`config.mk`:
```
export PLATFORM = sky130hd
export DESIGN_NAME = json_syntax_checker_top
export DESIGN_NICKNAME = d
export VERILOG_FILES = /design/src/rtl/core/jsc_pkg.sv /design/src/rtl/core/jsc_stack.sv /design/src/rtl/core/jsc_decode.sv /design/src/rtl/core/json_syntax_checker_top.sv
export SDC_FILE = /design/constraint.sdc
export NUM_CORES = 1
export LEC_CHECK = 0
export CAP_MARGIN = 25
export CELL_PAD_IN_SITES_DETAIL_PLACEMENT = 0
export CELL_PAD_IN_SITES_GLOBAL_PLACEMENT = 1
export CORE_ASPECT_RATIO = 1.2
export CORE_MARGIN = 8
export CORE_UTILIZATION = 52
export CTS_CLUSTER_SIZE = 25
export DETAILED_ROUTE_END_ITERATION = 16
export DONT_BUFFER_PORTS = 1
export PLACE_DENSITY = 0.87
export SYNTH_ARGS = -nofsm -noshare
export SYNTH_HDL_FRONTEND = slang
export SYNTH_HIERARCHICAL = 1
export SYNTH_SLANG_ARGS = --single-unit
export TNS_END_PERCENT = 100
```
`constraint.sdc`:
```
create_clock -name i_clk -period 7.8 [get_ports i_clk]
set_input_delay 2.34 -clock i_clk [delete_from_list [all_inputs] [get_ports i_clk]]
set_output_delay 2.34 -clock i_clk [all_outputs]
set_load 0.1 [all_outputs]
```
`src/rtl/core/jsc_pkg.sv`:
```
package jsc_pkg;

    localparam int KIND_W       = 4;
    localparam int PAYLOAD_W    = 64;
    localparam int OFFSET_W     = 32;
    localparam int EVENT_W      = 4;
    localparam int ERROR_W      = 4;
    localparam int DEPTH_W      = 7;
    localparam int NEST_DEPTH_DEF = 64;

    typedef enum logic [KIND_W-1:0] {
        KIND_OBJ_OPEN  = 4'd0,
        KIND_OBJ_CLOSE = 4'd1,
        KIND_ARR_OPEN  = 4'd2,
        KIND_ARR_CLOSE = 4'd3,
        KIND_COMMA     = 4'd4,
        KIND_COLON     = 4'd5,
        KIND_TRUE      = 4'd6,
        KIND_FALSE     = 4'd7,
        KIND_NULL      = 4'd8,
        KIND_INT       = 4'd9,
        KIND_FLOAT     = 4'd10,
        KIND_STR_BEGIN = 4'd11,
        KIND_STR_END   = 4'd12,
        KIND_END       = 4'd13
    } t_kind;

    typedef enum logic [EVENT_W-1:0] {
        EV_NONE      = 4'd0,
        EV_OBJ_BEGIN = 4'd1,
        EV_OBJ_END   = 4'd2,
        EV_ARR_BEGIN = 4'd3,
        EV_ARR_END   = 4'd4,
        EV_TRUE      = 4'd5,
        EV_FALSE     = 4'd6,
        EV_NULL      = 4'd7,
        EV_INT       = 4'd8,
        EV_FLOAT     = 4'd9,
        EV_STR_BEGIN = 4'd10,
        EV_STR_END   = 4'd11
    } t_event;

    typedef enum logic [ERROR_W-1:0] {
        ERR_OK       = 4'd0,
        ERR_UCURLY   = 4'd1,
        ERR_UBRACK   = 4'd2,
        ERR_UCOMMA   = 4'd3,
        ERR_UCOLON   = 4'd4,
        ERR_XCOLON   = 4'd5,
        ERR_XKEY     = 4'd6,
        ERR_XKEYCC   = 4'd7,
        ERR_XCMCC    = 4'd8,
        ERR_XCMCB    = 4'd9,
        ERR_EXCESS   = 4'd10,
        ERR_INSUFF   = 4'd11,
        ERR_OVFL     = 4'd12,
        ERR_INTERN   = 4'd13
    } t_error;

    typedef enum logic [3:0] {
        PS_EV   = 4'd0,
        PS_MOK  = 4'd1,
        PS_EOK  = 4'd2,
        PS_ECOL = 4'd3,
        PS_MOC  = 4'd4,
        PS_EOV  = 4'd5,
        PS_MAV  = 4'd6,
        PS_EAV  = 4'd7,
        PS_MAC  = 4'd8,
        PS_DONE = 4'd9
    } t_pstate;

    // Stack level marks
    localparam logic NEST_OBJ = 1'b0;
    localparam logic NEST_ARR = 1'b1;

    typedef struct packed {
        logic push;
        logic pop;
        logic push_bit;
    } t_stk_op;

    typedef struct packed {
        logic empty;
        logic full;
        logic one;
        logic top;
        logic second;
    } t_stk_stat;

    typedef struct packed {
        t_event  ev;
        t_error  err;
        t_pstate nxt;
        t_stk_op op;
    } t_dec_res;

endpackage

```
`src/rtl/core/jsc_stack.sv`:
```
module jsc_stack #(
    parameter int NEST_DEPTH = jsc_pkg::NEST_DEPTH_DEF,
    parameter int CNT_W      = $clog2(NEST_DEPTH + 1)
) (
    input  logic               i_clk,
    input  logic               i_rst_n,
    input  jsc_pkg::t_stk_op   i_op,
    output jsc_pkg::t_stk_stat o_stat,
    output logic [CNT_W-1:0]   o_count_next
);
    import jsc_pkg::*;

    localparam int SW = (NEST_DEPTH < 2) ? 2 : NEST_DEPTH;

    // Top of stack sits at bit 0; push shifts up, pop shifts down
    logic [SW-1:0]    r_bits;
    logic [CNT_W-1:0] r_count;
    logic [CNT_W-1:0] n_count;

    always_comb begin
        n_count = r_count;
        if (i_op.push) begin
            n_count = r_count + CNT_W'(1);
        end else if (i_op.pop) begin
            n_count = r_count - CNT_W'(1);
        end
    end

    always_ff @(posedge i_clk) begin
        if (!i_rst_n) begin
            r_count <= '0;
        end else begin
            r_count <= n_count;
        end
    end

    always_ff @(posedge i_clk) begin
        if (i_op.push) begin
            r_bits <= {r_bits[SW-2:0], i_op.push_bit};
        end else if (i_op.pop) begin
            r_bits <= {1'b0, r_bits[SW-1:1]};
        end
    end

    assign o_stat.empty  = (r_count == '0);
    assign o_stat.full   = (r_count == CNT_W'(NEST_DEPTH));
    assign o_stat.one    = (r_count == CNT_W'(1));
    assign o_stat.top    = r_bits[0];
    assign o_stat.second = r_bits[1];
    assign o_count_next  = n_count;

endmodule

```
`src/rtl/core/jsc_decode.sv`:
```
module jsc_decode (
    input  logic [jsc_pkg::KIND_W-1:0] i_kind,
    input  jsc_pkg::t_pstate           i_pstate,
    input  jsc_pkg::t_stk_stat         i_stat,
    output jsc_pkg::t_dec_res          o_res
);
    import jsc_pkg::*;

    t_event  ev;
    t_error  err;
    t_pstate nxt;
    t_pstate after_val;
    t_pstate close_nxt;
    logic    req_push;
    logic    push_bit;
    logic    req_close;
    logic    want;

    always_comb begin
        after_val = (i_pstate == PS_EV)  ? PS_DONE :
                    (i_pstate == PS_EOV) ? PS_MOC : PS_MAC;
        close_nxt = i_stat.one ? PS_DONE :
                    ((i_stat.second == NEST_ARR) ? PS_MAC : PS_MOC);

        ev        = EV_NONE;
        err       = ERR_OK;
        nxt       = i_pstate;
        req_push  = 1'b0;
        push_bit  = NEST_OBJ;
        req_close = 1'b0;
        want      = NEST_OBJ;

        if (i_kind == KIND_END) begin
            if (i_pstate != PS_DONE) begin
                err = ERR_INSUFF;
            end
        end else if (i_kind > KIND_END) begin
            err = ERR_INTERN;
        end else begin
            case (i_pstate)
                PS_EV, PS_EOV, PS_MAV, PS_EAV: begin
                    case (i_kind)
                        KIND_OBJ_OPEN: begin
                            req_push = 1'b1;
                            push_bit = NEST_OBJ;
                            ev       = EV_OBJ_BEGIN;
                            nxt      = PS_MOK;
                        end
                        KIND_OBJ_CLOSE: err = ERR_UCURLY;
                        KIND_ARR_OPEN: begin
                            req_push = 1'b1;
                            push_bit = NEST_ARR;
                            ev       = EV_ARR_BEGIN;
                            nxt      = PS_MAV;
                        end
                        KIND_ARR_CLOSE: begin
                            if (i_pstate == PS_MAV) begin
                                req_close = 1'b1;
                                want      = NEST_ARR;
                                ev        = EV_ARR_END;
                            end else begin
                                err = ERR_UBRACK;
                            end
                        end
                        KIND_COMMA:     err = ERR_UCOMMA;
                        KIND_COLON:     err = ERR_UCOLON;
                        KIND_STR_BEGIN: ev  = EV_STR_BEGIN;
                        KIND_TRUE: begin
                            ev  = EV_TRUE;
                            nxt = after_val;
                        end
                        KIND_FALSE: begin
                            ev  = EV_FALSE;
                            nxt = after_val;
                        end
                        KIND_NULL: begin
                            ev  = EV_NULL;
                            nxt = after_val;
                        end
                        KIND_INT: begin
                            ev  = EV_INT;
                            nxt = after_val;
                        end
                        KIND_FLOAT: begin
                            ev  = EV_FLOAT;
                            nxt = after_val;
                        end
                        KIND_STR_END: begin
                            ev  = EV_STR_END;
                            nxt = after_val;
                        end
                        default: err = ERR_INTERN;
                    endcase
                end
                PS_MOK: begin
                    case (i_kind)
                        KIND_OBJ_CLOSE: begin
                            req_close = 1'b1;
                            want      = NEST_OBJ;
                            ev        = EV_OBJ_END;
                        end
                        KIND_STR_BEGIN: ev = EV_STR_BEGIN;
                        KIND_STR_END: begin
                            ev  = EV_STR_END;
                            nxt = PS_ECOL;
                        end
                        KIND_INT, KIND_FLOAT: err = ERR_XKEYCC;
                        default: err = ERR_XKEY;
                    endcase
                end
                PS_EOK: begin
                    case (i_kind)
                        KIND_STR_BEGIN: ev = EV_STR_BEGIN;
                        KIND_STR_END: begin
                            ev  = EV_STR_END;
                            nxt = PS_ECOL;
                        end
                        default: err = ERR_XKEY;
                    endcase
                end
                PS_ECOL: begin
                    case (i_kind)
                        KIND_COLON:   nxt = PS_EOV;
                        KIND_STR_END: err = ERR_INTERN;
                        default:      err = ERR_XCOLON;
                    endcase
                end
                PS_MOC: begin
                    case (i_kind)
                        KIND_COMMA: nxt = PS_EOK;
                        KIND_OBJ_CLOSE: begin
                            req_close = 1'b1;
                            want      = NEST_OBJ;
                            ev        = EV_OBJ_END;
                        end
                        KIND_STR_END: err = ERR_INTERN;
                        default:      err = ERR_XCMCC;
                    endcase
                end
                PS_MAC: begin
                    case (i_kind)
                        KIND_COMMA: nxt = PS_EAV;
                        KIND_ARR_CLOSE: begin
                            req_close = 1'b1;
                            want      = NEST_ARR;
                            ev        = EV_ARR_END;
                        end
                        KIND_STR_END: err = ERR_INTERN;
                        default:      err = ERR_XCMCB;
                    endcase
                end
                PS_DONE: err = (i_kind == KIND_STR_END) ? ERR_INTERN : ERR_EXCESS;
                default: err = ERR_INTERN;
            endcase
        end

        if (req_push && i_stat.full) begin
            err = ERR_OVFL;
        end
        if (req_close) begin
            if (i_stat.empty || (i_stat.top != want)) begin
                err = ERR_INTERN;
            end else begin
                nxt = close_nxt;
            end
        end

        // A failing token leaves everything as it was
        if (err != ERR_OK) begin
            ev  = EV_NONE;
            nxt = i_pstate;
        end

        o_res.ev          = ev;
        o_res.err         = err;
        o_res.nxt         = nxt;
        o_res.op.push     = req_push && (err == ERR_OK);
        o_res.op.pop      = req_close && (err == ERR_OK);
        o_res.op.push_bit = push_bit;
    end

endmodule

```
`src/rtl/core/json_syntax_checker_top.sv`:
```
// JSON grammar checker: one lexer token in, one result beat out.
// Each token passes the input register, then the result register, on its way to its
// result beat. Throughput: one token per cycle while the receiver keeps taking results,
// set by the parse-state and nesting-stack update between the two registers.
// Reset (synchronous, active low) clears the parse state to expect-value,
// the depth to zero and both valid flags; the nesting bits are not cleared.
module json_syntax_checker_top #(
    parameter int NEST_DEPTH = jsc_pkg::NEST_DEPTH_DEF
) (
    input  logic                          i_clk,
    input  logic                          i_rst_n,
    input  logic                          i_in_valid,
    output logic                          o_in_ready,
    input  logic [jsc_pkg::KIND_W-1:0]    i_kind,
    input  logic [jsc_pkg::PAYLOAD_W-1:0] i_payload,
    input  logic [jsc_pkg::OFFSET_W-1:0]  i_offset,
    output logic                          o_out_valid,
    input  logic                          i_out_ready,
    output logic [jsc_pkg::EVENT_W-1:0]   o_event_res,
    output logic [jsc_pkg::PAYLOAD_W-1:0] o_value_out,
    output logic [jsc_pkg::ERROR_W-1:0]   o_error,
    output logic [jsc_pkg::OFFSET_W-1:0]  o_error_offset,
    output logic                          o_done_res,
    output logic [jsc_pkg::DEPTH_W-1:0]   o_depth
);
    import jsc_pkg::*;

    localparam int CNT_W = $clog2(NEST_DEPTH + 1);

    // Input register: holds one token so a new beat is taken while a result waits
    logic                 r_in_valid;
    logic [KIND_W-1:0]    r_kind;
    logic [PAYLOAD_W-1:0] r_payload;
    logic [OFFSET_W-1:0]  r_offset;

    // Parse state, advanced once per token
    t_pstate              r_pstate;

    // Result register
    logic                 r_out_valid;
    logic [EVENT_W-1:0]   r_event;
    logic [PAYLOAD_W-1:0] r_value;
    logic [ERROR_W-1:0]   r_error;
    logic [OFFSET_W-1:0]  r_err_off;
    logic                 r_done;
    logic [DEPTH_W-1:0]   r_depth;

    logic                 w_adv;
    t_dec_res             w_dec;
    t_stk_stat            w_stat;
    t_stk_op              w_op;
    logic [CNT_W-1:0]     w_count_next;

    // Advance the held token whenever the result slot is free or being drained
    assign w_adv      = r_in_valid && (!r_out_valid || i_out_ready);
    assign o_in_ready = !r_in_valid || w_adv;

    jsc_decode u_decode (
        .i_kind   (r_kind),
        .i_pstate (r_pstate),
        .i_stat   (w_stat),
        .o_res    (w_dec)
    );

    // Only touch the stack on the cycle the token is consumed
    assign w_op.push     = w_dec.op.push && w_adv;
    assign w_op.pop      = w_dec.op.pop && w_adv;
    assign w_op.push_bit = w_dec.op.push_bit;

    jsc_stack #(
        .NEST_DEPTH (NEST_DEPTH),
        .CNT_W      (CNT_W)
    ) u_stack (
        .i_clk        (i_clk),
        .i_rst_n      (i_rst_n),
        .i_op         (w_op),
        .o_stat       (w_stat),
        .o_count_next (w_count_next)
    );

    always_ff @(posedge i_clk) begin
        if (!i_rst_n) begin
            r_in_valid  <= 1'b0;
            r_out_valid <= 1'b0;
            r_pstate    <= PS_EV;
        end else begin
            if (o_in_ready) begin
                r_in_valid <= i_in_valid;
            end
            if (w_adv) begin
                r_out_valid <= 1'b1;
                r_pstate    <= w_dec.nxt;
            end else if (i_out_ready) begin
                r_out_valid <= 1'b0;
            end
        end
    end

    // Payload registers: no reset, loaded on beat
    always_ff @(posedge i_clk) begin
        if (i_in_valid && o_in_ready) begin
            r_kind    <= i_kind;
            r_payload <= i_payload;
            r_offset  <= i_offset;
        end
        if (w_adv) begin
            r_event   <= w_dec.ev;
            r_error   <= w_dec.err;
            r_value   <= ((w_dec.ev == EV_INT) || (w_dec.ev == EV_FLOAT)) ? r_payload : '0;
            r_err_off <= (w_dec.err != ERR_OK) ? r_offset : '0;
            r_done    <= (w_dec.nxt == PS_DONE);
            r_depth   <= DEPTH_W'(w_count_next);
        end
    end

    assign o_out_valid    = r_out_valid;
    assign o_event_res    = r_event;
    assign o_value_out    = r_value;
    assign o_error        = r_error;
    assign o_error_offset = r_err_off;
    assign o_done_res     = r_done;
    assign o_depth        = r_depth;

endmodule

```
==> results of run 1 <==
==> metal layers <==
metal  routed length, um  GRT usage [%]
met1                9140           19.7
met5                  12              0
met2               11400           27.1
met4                 446           4.91
met3                2310           5.32
==> through the flow <==
step,utilization (%),cells
final,57.9,1038
after global routing,57.9,1038
after CTS,57.8,1033
after detailed placement,53.6,981
after global placement,53.6,981
after floorplan,-,737
==> area by class of cell <==
class	instances	area share [%]
Tap cell	279	2.70
Timing Repair Buffer	11	0.736
Clock inverter	18	1.67
Multi-Input combinational cell	396	22.8
Sequential cell	289	66.2
Antenna cell	4	0.0775
Clock buffer	34	5.68
Inverter	7	0.203
==> state kept, by name, summed over array words and instances, names as in the netlist <==
signal           cells
o_depth              7
o_done_res           1
o_error              4
o_error_offset      32
o_event_res          4
o_out_valid          1
o_value_out         64
r_in_valid           1
r_kind               4
r_offset            32
r_payload           64
r_pstate             4
u_stack/r_bits      64
u_stack/r_count      7
==> logic make-up (layout without fill, tap and decap cells) <==
kind of cell / after synthesis / count (layout)
XOR/XNOR: 9 / 9
adder cells (fa/ha/maj): 4 / 4
other: 0 / 4
AND/OR/NAND/NOR: 234 / 234
flip-flops: 289 / 289
buffers and inverters: 52 / 70
multiplexers: 71 / 71
AO/OA/AOI/OAI: 78 / 78
==> layout by cell type, fill, tap and decap left out, types with 10 or more instances in the layout <==
cell       synthesis  routed
nor3_1            11      11
edfxtp_1         276     276
mux2_2            64      64
clkbuf_16          0      28
o21ai_0           12      12
nand2b_1          11      11
nand3_1           10      10
nor2_1            21      21
and2_1            77      75
nor2b_1           37      36
buf_4              5      10
a21oi_1           12      12
dfxtp_1           13      13
nand2_1           30      30
==> where the power goes <==
group,leakage [nW],internal [W],switching (W)
Clock,0.464,0.000808,0.000555
Sequential,2.68,0.00179,0.000282
Combinational,1.08,0.0000599,0.000111
Total,4.22,0.00265,0.000948
==> synth_stat cells (3+ instances only) <==
cell,number,area (um^2)
edfxtp_1,276,8290
and2_1,77,482
mux2_2,64,721
nor2b_1,37,231
nand2_1,30,113
nor2_1,21,78.8
buf_2,14,70.1
dfxtp_1,13,260
a21oi_1,12,60.1
o21ai_0,12,60.1
nand2b_1,11,68.8
nor3_1,11,55.1
nand3_1,10,50.1
buf_1,8,30.0
a31oi_1,7,43.8
buf_6,7,78.8
inv_1,7,26.3
clkbuf_2,6,30.0
mux2i_1,6,60.1
o211ai_1,6,45.0
buf_4,5,37.5
clkbuf_1,5,18.8
xnor2_1,5,43.8
ha_1,4,50.1
nand4_1,4,25.0
o21a_1,4,30.0
o31ai_1,4,30.0
a21boi_0,3,22.5
a22oi_1,3,22.5
nand3b_1,3,22.5
nor3b_1,3,22.5
nor4_1,3,18.8
o2bb2ai_1,3,26.3
or2_1,3,18.8
xor2_1,3,26.3
==> path summary, 6_finish.rpt <==
| path | start | endpoint | cells after the start |
|---|---|---|---|
| setup / recovery | i_out_ready | o_in_ready | 2 |
| hold / removal | r_payload[26] | o_value_out[26] | 1 |
| setup reg to reg | r_kind[2] | u_stack/r_count[4] | 13 |
| hold reg to reg | r_payload[26] | o_value_out[26] | 1 |
==> impl_metrics.py, run 1 <==
metrics = {
    "run_status": {
        "status": "finished clean",
    },
    "yosys": {
        "yosys.area_share.xor_xnor_pct": 0.733,
        "yosys_warnings": 6,
        "syn_area_um2": 11800,
        "synth_top_family_by_area": "simple AND/OR/NAND/NOR gates",
        "ys.flop_type": "edfxtp_1",
        "synth-edff-count": 276,
        "postSynthAreaPerCell_um2": 16.0,
        "synthAdderAreaFrac_pct": 0.425,
        "yosys.area_share.simple_pct": 12.1,
        "synth_cell_types": 71,
        "synthCells": 737,
        "synthMuxAreaShare_pct": 6.73,
        "syn_nets": 845,
        "ys_seq_area_share_pct": 72.6,
        "synth-compound-area-share_pct": 4.95,
        "synthArstFlopShare_pct": 0,
        "ys_seq_elements": 289,
    },
    "routing": {
        "vias_per_cell": 5.79,
        "ant_nets": 0,
        "dr.pass1.iters": 5,
        "drc_errors": 0,
        "wirelength_um": 23300,
        "drt_iter0_markers": 470,
        "via_count": 6006,
        "routedWlPerCell_um": 22.4,
    },
    "global_routing": {
        "antenna_found_initial": 5,
        "grtUsageTotal_pct": 16.2,
        "grt_pass1_vias": 5756,
        "grt_pass1_wl_um": 35100,
        "grt_max_degree": 75,
        "grt-ovfl-total": 0,
    },
    "setup_path": {
        "cp_top_family": "simple AND/OR/NAND/NOR gates",
        "r2r_slack_ns": 3.21,
        "critPathBufInv": 0,
        "crit_slowest_cell": "nand2_1",
        "start_kind": "input pin",
        "cp.required_ns": 5.46,
        "crit_path_cell_trace": "nor2b_1 > nand2_1",
        "slowest_delay_ns": 0.68,
        "cp.arrival_ns": 3.32,
        "crit_type": "input pin to primary output",
        "worst_setup_path_end_kind": "primary output",
        "worstPathMaxFanout": 4,
    },
    "placement": {
        "pre_cts_ws_ns": 2.13,
        "dpl.hpwl_um": 16100,
        "placed_area_um2": 11900,
        "gp_congestion": 0.883,
        "io_buffers": 0,
    },
    "clock_tree": {
        "h-tree-depth": 1,
        "clkLatencyLatePin_ns": 0.54,
        "path_clk_slew_ns": 0.06,
        "cts_made_buffers": 28,
        "cts.repair.resized": 0,
        "cts_tree": "yes",
        "clock_sinks": 289,
        "cts_hold_buf": 0,
        "cts_buffer_depth": 3,
        "post-cts-setup-buffers": 0,
        "root_buffer": "clkbuf_16",
    },
    "sta": {
        "hold_viol_final": 0,
        "worst_slack_ns": 2.14,
        "period_needed_ns": 5.66,
        "holdWs_ns": 0.515,
        "skew_ns": 0.0209,
        "tightest_slew_ns": 1.05,
        "relSlewSlack_pct": 29.7,
        "setup_tns_ns": 0,
        "fmax_mhz": 177,
        "setup_viol": 0,
        "slew_violations": 0,
        "rsz0062_at_grt": "false",
        "period_share_pct": 72.6,
    },
    "hold_path": {
        "hold_class": "flip-flop to flip-flop",
    },
    "layout": {
        "layout.area.seq_um2": 8550,
        "nNetsFinal": 841,
        "multi_input_area_um2": 2940,
        "syn2layout_area_growth_pct": 9.76,
        "fillCellCount": 1660,
        "fin_area_um2": 12900,
        "drive_gt1_share_pct": 18.8,
    },
    "floorplanning": {
        "start_util_pct": 52.8,
        "fp.dieArea_um2": 27700,
        "core-area_um2": 22300,
        "rows": 60,
        "die_y_um": 181,
        "io_pins": 218,
        "die_w_um": 153,
    },
    "flow_run": {
        "cap_violations": 0,
    },
    "power": {
        "cellLeakagePower_nw": 4.22,
        "power_w": 0.00360,
        "ir_drop_mv": 0.193,
        "powerDensity_nw_per_um2": 279,
    },
}
Power figures use the tool's default switching activity.
==> run 2: changes to the inputs <==
Settings changed: CORE_UTILIZATION 52 to 47, PLACE_DENSITY 0.87 to 0.84.
Clock period 7.8 ns to 5 ns, I/O delays scaled along.
==> impl_metrics.py, run 2 (synthesis gave the netlist of run 1 again) <==
metrics = {
    "global_routing": {
        "grt_max_degree": 75,
        "grt_pass1_wl_um": 35700,
        "antenna_found_initial": 0,
        "grtUsageTotal_pct": 15.0,
        "grt_pass1_vias": 5827,
        "grt-ovfl-total": 0,
    },
    "floorplanning": {
        "die_y_um": 189,
        "io_pins": 218,
        "core-area_um2": 24700,
        "start_util_pct": 47.7,
        "rows": 63,
        "die_w_um": 160,
        "fp.dieArea_um2": 30400,
    },
    "routing": {
        "dr.pass1.iters": 5,
        "vias_per_cell": 5.49,
        "via_count": 5954,
        "ant_nets": 0,
        "drc_errors": 0,
        "drt_iter0_markers": 504,
        "routedWlPerCell_um": 22.0,
        "wirelength_um": 23800,
    },
    "setup_path": {
        "worstPathMaxFanout": 38,
        "worst_setup_path_end_kind": "flip-flop",
        "r2r_slack_ns": 0.93,
        "cp.required_ns": 5.27,
        "cp.arrival_ns": 4.34,
        "start_kind": "flip-flop",
        "crit_type": "flip-flop to flip-flop",
    },
    "placement": {
        "placed_area_um2": 12100,
        "io_buffers": 0,
        "place_inst": 1034,
        "gp_congestion": 0.915,
        "dpl.hpwl_um": 16600,
    },
    "power": {
        "cellLeakagePower_nw": 4.21,
        "ir_drop_mv": 0.229,
        "powerDensity_nw_per_um2": 423,
    },
    "sta": {
        "holdWs_ns": 0.511,
        "period_needed_ns": 4.07,
        "skew_ns": 0.0114,
        "period_share_pct": 81.4,
        "rsz0062_at_grt": "false",
        "hold_viol_final": 0,
        "slew_violations": 0,
        "relSlewSlack_pct": 35.2,
        "setup_viol": 0,
        "fmax_mhz": 246,
        "setup_tns_ns": 0,
        "tightest_slew_ns": 0.974,
    },
    "layout": {
        "layout_common_cells": "edfxtp_1 (276), and2_1 (75), mux2_2 (64), nor2b_1 (36), nand2_1 (30)",
        "syn2layout_area_growth_pct": 9.93,
        "final_cell_count_no_fill": 1084,
        "fin_area_um2": 12900,
        "drive_gt1_share_pct": 18.8,
        "final_common_cell": "edfxtp_1",
        "nNetsFinal": 847,
        "n_antenna_cell": 0,
    },
    "flow_run": {
        "cap_violations": 0,
    },
    "clock_tree": {
        "cts_hold_buf": 0,
        "cts_made_buffers": 28,
        "cts.repair.resized": 0,
        "path_clk_slew_ns": 0.06,
        "root_buffer": "clkbuf_16",
        "cts_buffer_depth": 3,
        "h-tree-depth": 1,
        "clock_sinks": 289,
        "post-cts-setup-buffers": 0,
        "clkLatencyLatePin_ns": 0.53,
        "cts_tree": "yes",
    },
    "hold_path": {
        "hold_class": "flip-flop to flip-flop",
    },
    "run_status": {
        "status": "finished clean",
    },
}
[run 2: changes by cell type in the layout (fill, tap and decap cells not counted)]
cell       before  now
buf_4          10   15
bufinv_16       4    2
clkbuf_1        5    8
diode_2         4    0
buf_12          1    2
inv_8           2    0
clkbuf_8        1    0
[run 2: area by class of cell]
cell class / count / area, um^2
clock buffer: 36 / 731
clock inverter: 14 / 133
fill: 1928 / 11700
inverter: 7 / 26.3
multi-input combinational: 396 / 2940
sequential: 289 / 8550
tap: 325 / 407
timing repair buffer: 17 / 153
[run 2: report_power, final]
group          leakage (nW)  internal [W]  switching (W)
combinational          1.11     0.0000976       0.000183
clock                 0.420       0.00113       0.000836
sequential             2.68       0.00279       0.000437
[run 2: worst max-delay path: stages (launching register included)]
cell and delay [ns]:
edfxtp_1 0.64, nand2b_1 0.33, nor3_2 0.41, o41ai_1 0.14, nor3_1 0.34, a31oi_2 0.18
or2_4 0.28, nor4_1 0.24, and2_2 0.37, buf_4 0.46, mux2_2 0.40
[run 2: per-layer routing]
| layer | up-vias | wire length, um | GRT usage, % |
|---|---|---|---|
| li1 | 2753 | - | - |
| met1 | 2934 | 9530 | 17.9 |
| met2 | 236 | 12000 | 26.4 |
| met3 | 31 | 1900 | 4.24 |
| met4 | 0 | 333 | 3.31 |
| met5 | - | 0 | 0 |
[run 2: path summary, 6_finish.rpt]
path,startpoint,end,cells past startpoint
max,r_kind[3],u_stack/r_bits[28],10
min,r_payload[22],o_value_out[22],1
max reg2reg,r_kind[3],u_stack/r_bits[28],10
min reg2reg,r_payload[22],o_value_out[22],1
[run 2: metrics by stage]
stage / total power [W] / utilization [%] / setup WS [ns]
finish: 0.00547 / 52.4 / 0.932
global route: 0.00566 / 52.4 / 0.701
CTS: 0.00553 / 52.4 / 0.993
detailed placement: 0.00355 / 48.9 / 1.02
global placement: 0.00354 / 48.9 / 0.953
floorplan: 0.00347 / - / 0.141
==> run 3: changes to the inputs <==
Settings changed: ABC_AREA set to 1, CORE_UTILIZATION 47 to 46, PLACE_DENSITY 0.84 to 0.85.
Clock period 5 ns to 3.6 ns, I/O delays scaled along.
==> impl_metrics.py, run 3 <==
metrics = {
    "hold_path": {
        "hold_class": "flip-flop to flip-flop",
        "min_path_cells": 2,
    },
    "yosys": {
        "syn_area_um2": 12200,
        "ys_seq_elements": 289,
        "postSynthAreaPerCell_um2": 12.4,
        "yosysTopAreaCellShare_pct": 67.7,
        "synthCells": 985,
        "syn_nets": 1093,
        "synthMostInstantiatedCell": "edfxtp_1",
        "synth_top_area_cell": "edfxtp_1",
        "synthTopCellsByCount": "edfxtp_1 (276), nand2_1 (187), inv_1 (147), nor2_4 (60), nor2_1 (59)",
        "synth_cell_types": 36,
        "yosys_warnings": 6,
        "ys.flop_type": "edfxtp_1",
        "ys_seq_area_share_pct": 69.8,
        "synthArstFlopShare_pct": 0,
        "synth-edff-count": 276,
        "synth_area_leaders": "edfxtp_1 (68%), nand2_1 (5.7%), nor2_4 (5.5%), inv_1 (4.5%), dfxtp_1 (2.1%)",
    },
    "floorplanning": {
        "io_pins": 218,
        "fp.dieArea_um2": 32100,
        "core-area_um2": 26300,
        "die_y_um": 195,
        "die_w_um": 165,
        "start_util_pct": 46.6,
        "rows": 65,
    },
    "clock_tree": {
        "path_clk_slew_ns": 0.06,
        "post-cts-setup-buffers": 0,
        "h-tree-depth": 1,
        "cts_buffer_depth": 3,
        "clock_sinks": 289,
        "clkLatencyLatePin_ns": 0.55,
        "cts_hold_buf": 0,
        "cts_made_buffers": 29,
        "cts.repair.resized": 0,
        "cts_tree": "yes",
        "root_buffer": "clkbuf_16",
    },
    "layout": {
        "n_antenna_cell": 0,
        "final_common_cell": "edfxtp_1",
        "final_util_pct": 51.5,
        "fillCellCount": 2200,
        "layout_common_cells": "edfxtp_1 (276), nand2_1 (186), inv_1 (145), nor2_4 (61), nor2_1 (58)",
        "layout.area.seq_um2": 8550,
        "syn2layout_area_growth_pct": 10.6,
        "nNetsFinal": 1113,
        "multi_input_area_um2": 2860,
        "drive_gt1_share_pct": 15.2,
    },
    "setup_path": {
        "start_kind": "flip-flop",
        "cp.arrival_ns": 3.47,
        "cp.required_ns": 3.85,
        "worstRegToRegCells": 15,
        "worst_setup_path_end_kind": "flip-flop",
        "crit_type": "flip-flop to flip-flop",
        "worstPathMaxFanout": 12,
    },
    "sta": {
        "hold_viol_final": 0,
        "setup_viol": 0,
        "fmax_mhz": 311,
        "period_needed_ns": 3.22,
        "relSlewSlack_pct": 32.7,
        "rsz0062_at_grt": "false",
        "period_share_pct": 89.5,
        "tightest_slew_ns": 1.01,
        "setup_tns_ns": 0,
        "skew_ns": 0.0120,
        "holdWs_ns": 0.508,
        "slew_violations": 0,
    },
    "global_routing": {
        "grtUsageTotal_pct": 16.0,
        "grt_pass1_vias": 6720,
        "grt_max_degree": 76,
        "antenna_found_initial": 6,
        "grt_pass1_wl_um": 39600,
        "grt-ovfl-total": 0,
    },
    "power": {
        "cellLeakagePower_nw": 5.18,
        "powerDensity_nw_per_um2": 573,
        "ir_drop_mv": 0.390,
    },
    "routing": {
        "wirelength_um": 26700,
        "via_count": 6807,
        "routedWlPerCell_um": 19.6,
        "drc_errors": 0,
        "dr.pass1.iters": 5,
        "vias_per_cell": 5.00,
        "drt_iter0_markers": 416,
        "ant_nets": 0,
    },
    "placement": {
        "dpl.hpwl_um": 19700,
        "gp_congestion": 0.884,
        "io_buffers": 0,
    },
    "flow_run": {
        "cap_violations": 0,
    },
    "run_status": {
        "status": "finished clean",
    },
}
## run 3: cell types whose count changed after synthesis, sizes merged, moves of 11 or more
cell and change:
a21boi +29, and2 -77, inv +145, mux2 -65, nand2 +163, nand2b -11
nand3 +35, nor2 +106, nor2b -37, nor3 -11, o21ai +58
## run 3: logic make-up after synthesis
kind of cell | synth area share, %
compound gates | 6.35
xor+xnor | 0.0716
fa+ha+maj | 0.409
buf+inv | 7.00
flops | 69.8
simple gates | 16.3
## run 3: worst max-delay path, cell delays in order (launching register included)
cell and delay (ns):
edfxtp_1 0.52, nand2_1 0.17, nor2_1 0.29, nand2_1 0.12
nand3_1 0.08, nand3_1 0.14, nand2_2 0.12, nand2_1 0.06
nor2_2 0.09, nand3_2 0.21, nor2_1 0.15, inv_1 0.08
nor2_4 0.18, inv_2 0.13, nand2_2 0.30, buf_4 0.27
## run 3: final cells by class
type	instances	area share, %
inverter	152	4.27
tap	335	3.10
multi-input combinational	510	21.1
timing repair buffer	23	1.83
clock buffer	34	5.50
clock inverter	18	1.02
sequential	289	63.2
## run 3: where the power goes
| group | leakage, nW | total [W] | internal [W] | switching, W |
|---|---|---|---|---|
| registers | 2.75 | 0.00442 | 0.00386 | 0.000553 |
| logic | 2.00 | 0.000549 | 0.000152 | 0.000397 |
| clock network | 0.428 | 0.00279 | 0.00156 | 0.00123 |
| total | 5.18 | 0.00775 | 0.00557 | 0.00218 |
## run 3: path summary, 6_finish.rpt
| kind | slack (ns) | startpoint | endpoint |
|---|---|---|---|
| setup / recovery | 0.38 | r_kind[1] | u_stack/r_bits[54] |
| hold / removal | 0.51 | u_stack/r_count[3] | u_stack/r_count[3] |
| setup reg to reg | 0.38 | r_kind[1] | u_stack/r_bits[54] |
| hold reg to reg | 0.51 | u_stack/r_count[3] | u_stack/r_count[3] |
## run 3: routing by layer
| metal | wire, um | part of all wire, % | global-route usage, % | up-vias |
|---|---|---|---|---|
| li1 | - | - | - | 3324 |
| met1 | 10700 | 40 | 19.0 | 3182 |
| met2 | 12800 | 48 | 26.7 | 240 |
| met3 | 2640 | 9.9 | 6.05 | 49 |
| met4 | 585 | 2.2 | 4.24 | 12 |
| met5 | 68 | 0.25 | 0 | - |
## run 3: metrics by stage
stage	worst slack, ns	std cells	total power [W]	cell area [um^2]
6_report	0.379	1361	0.00775	13500
3_5_place_dp	0.411	1309	0.00504	12700
5_1_grt	0.107	1361	0.00802	13500
2_1_floorplan	0.0279	985	0.00489	12300
4_1_cts	0.377	1361	0.00785	13500
3_3_place_gp	0.437	1309	0.00503	12700
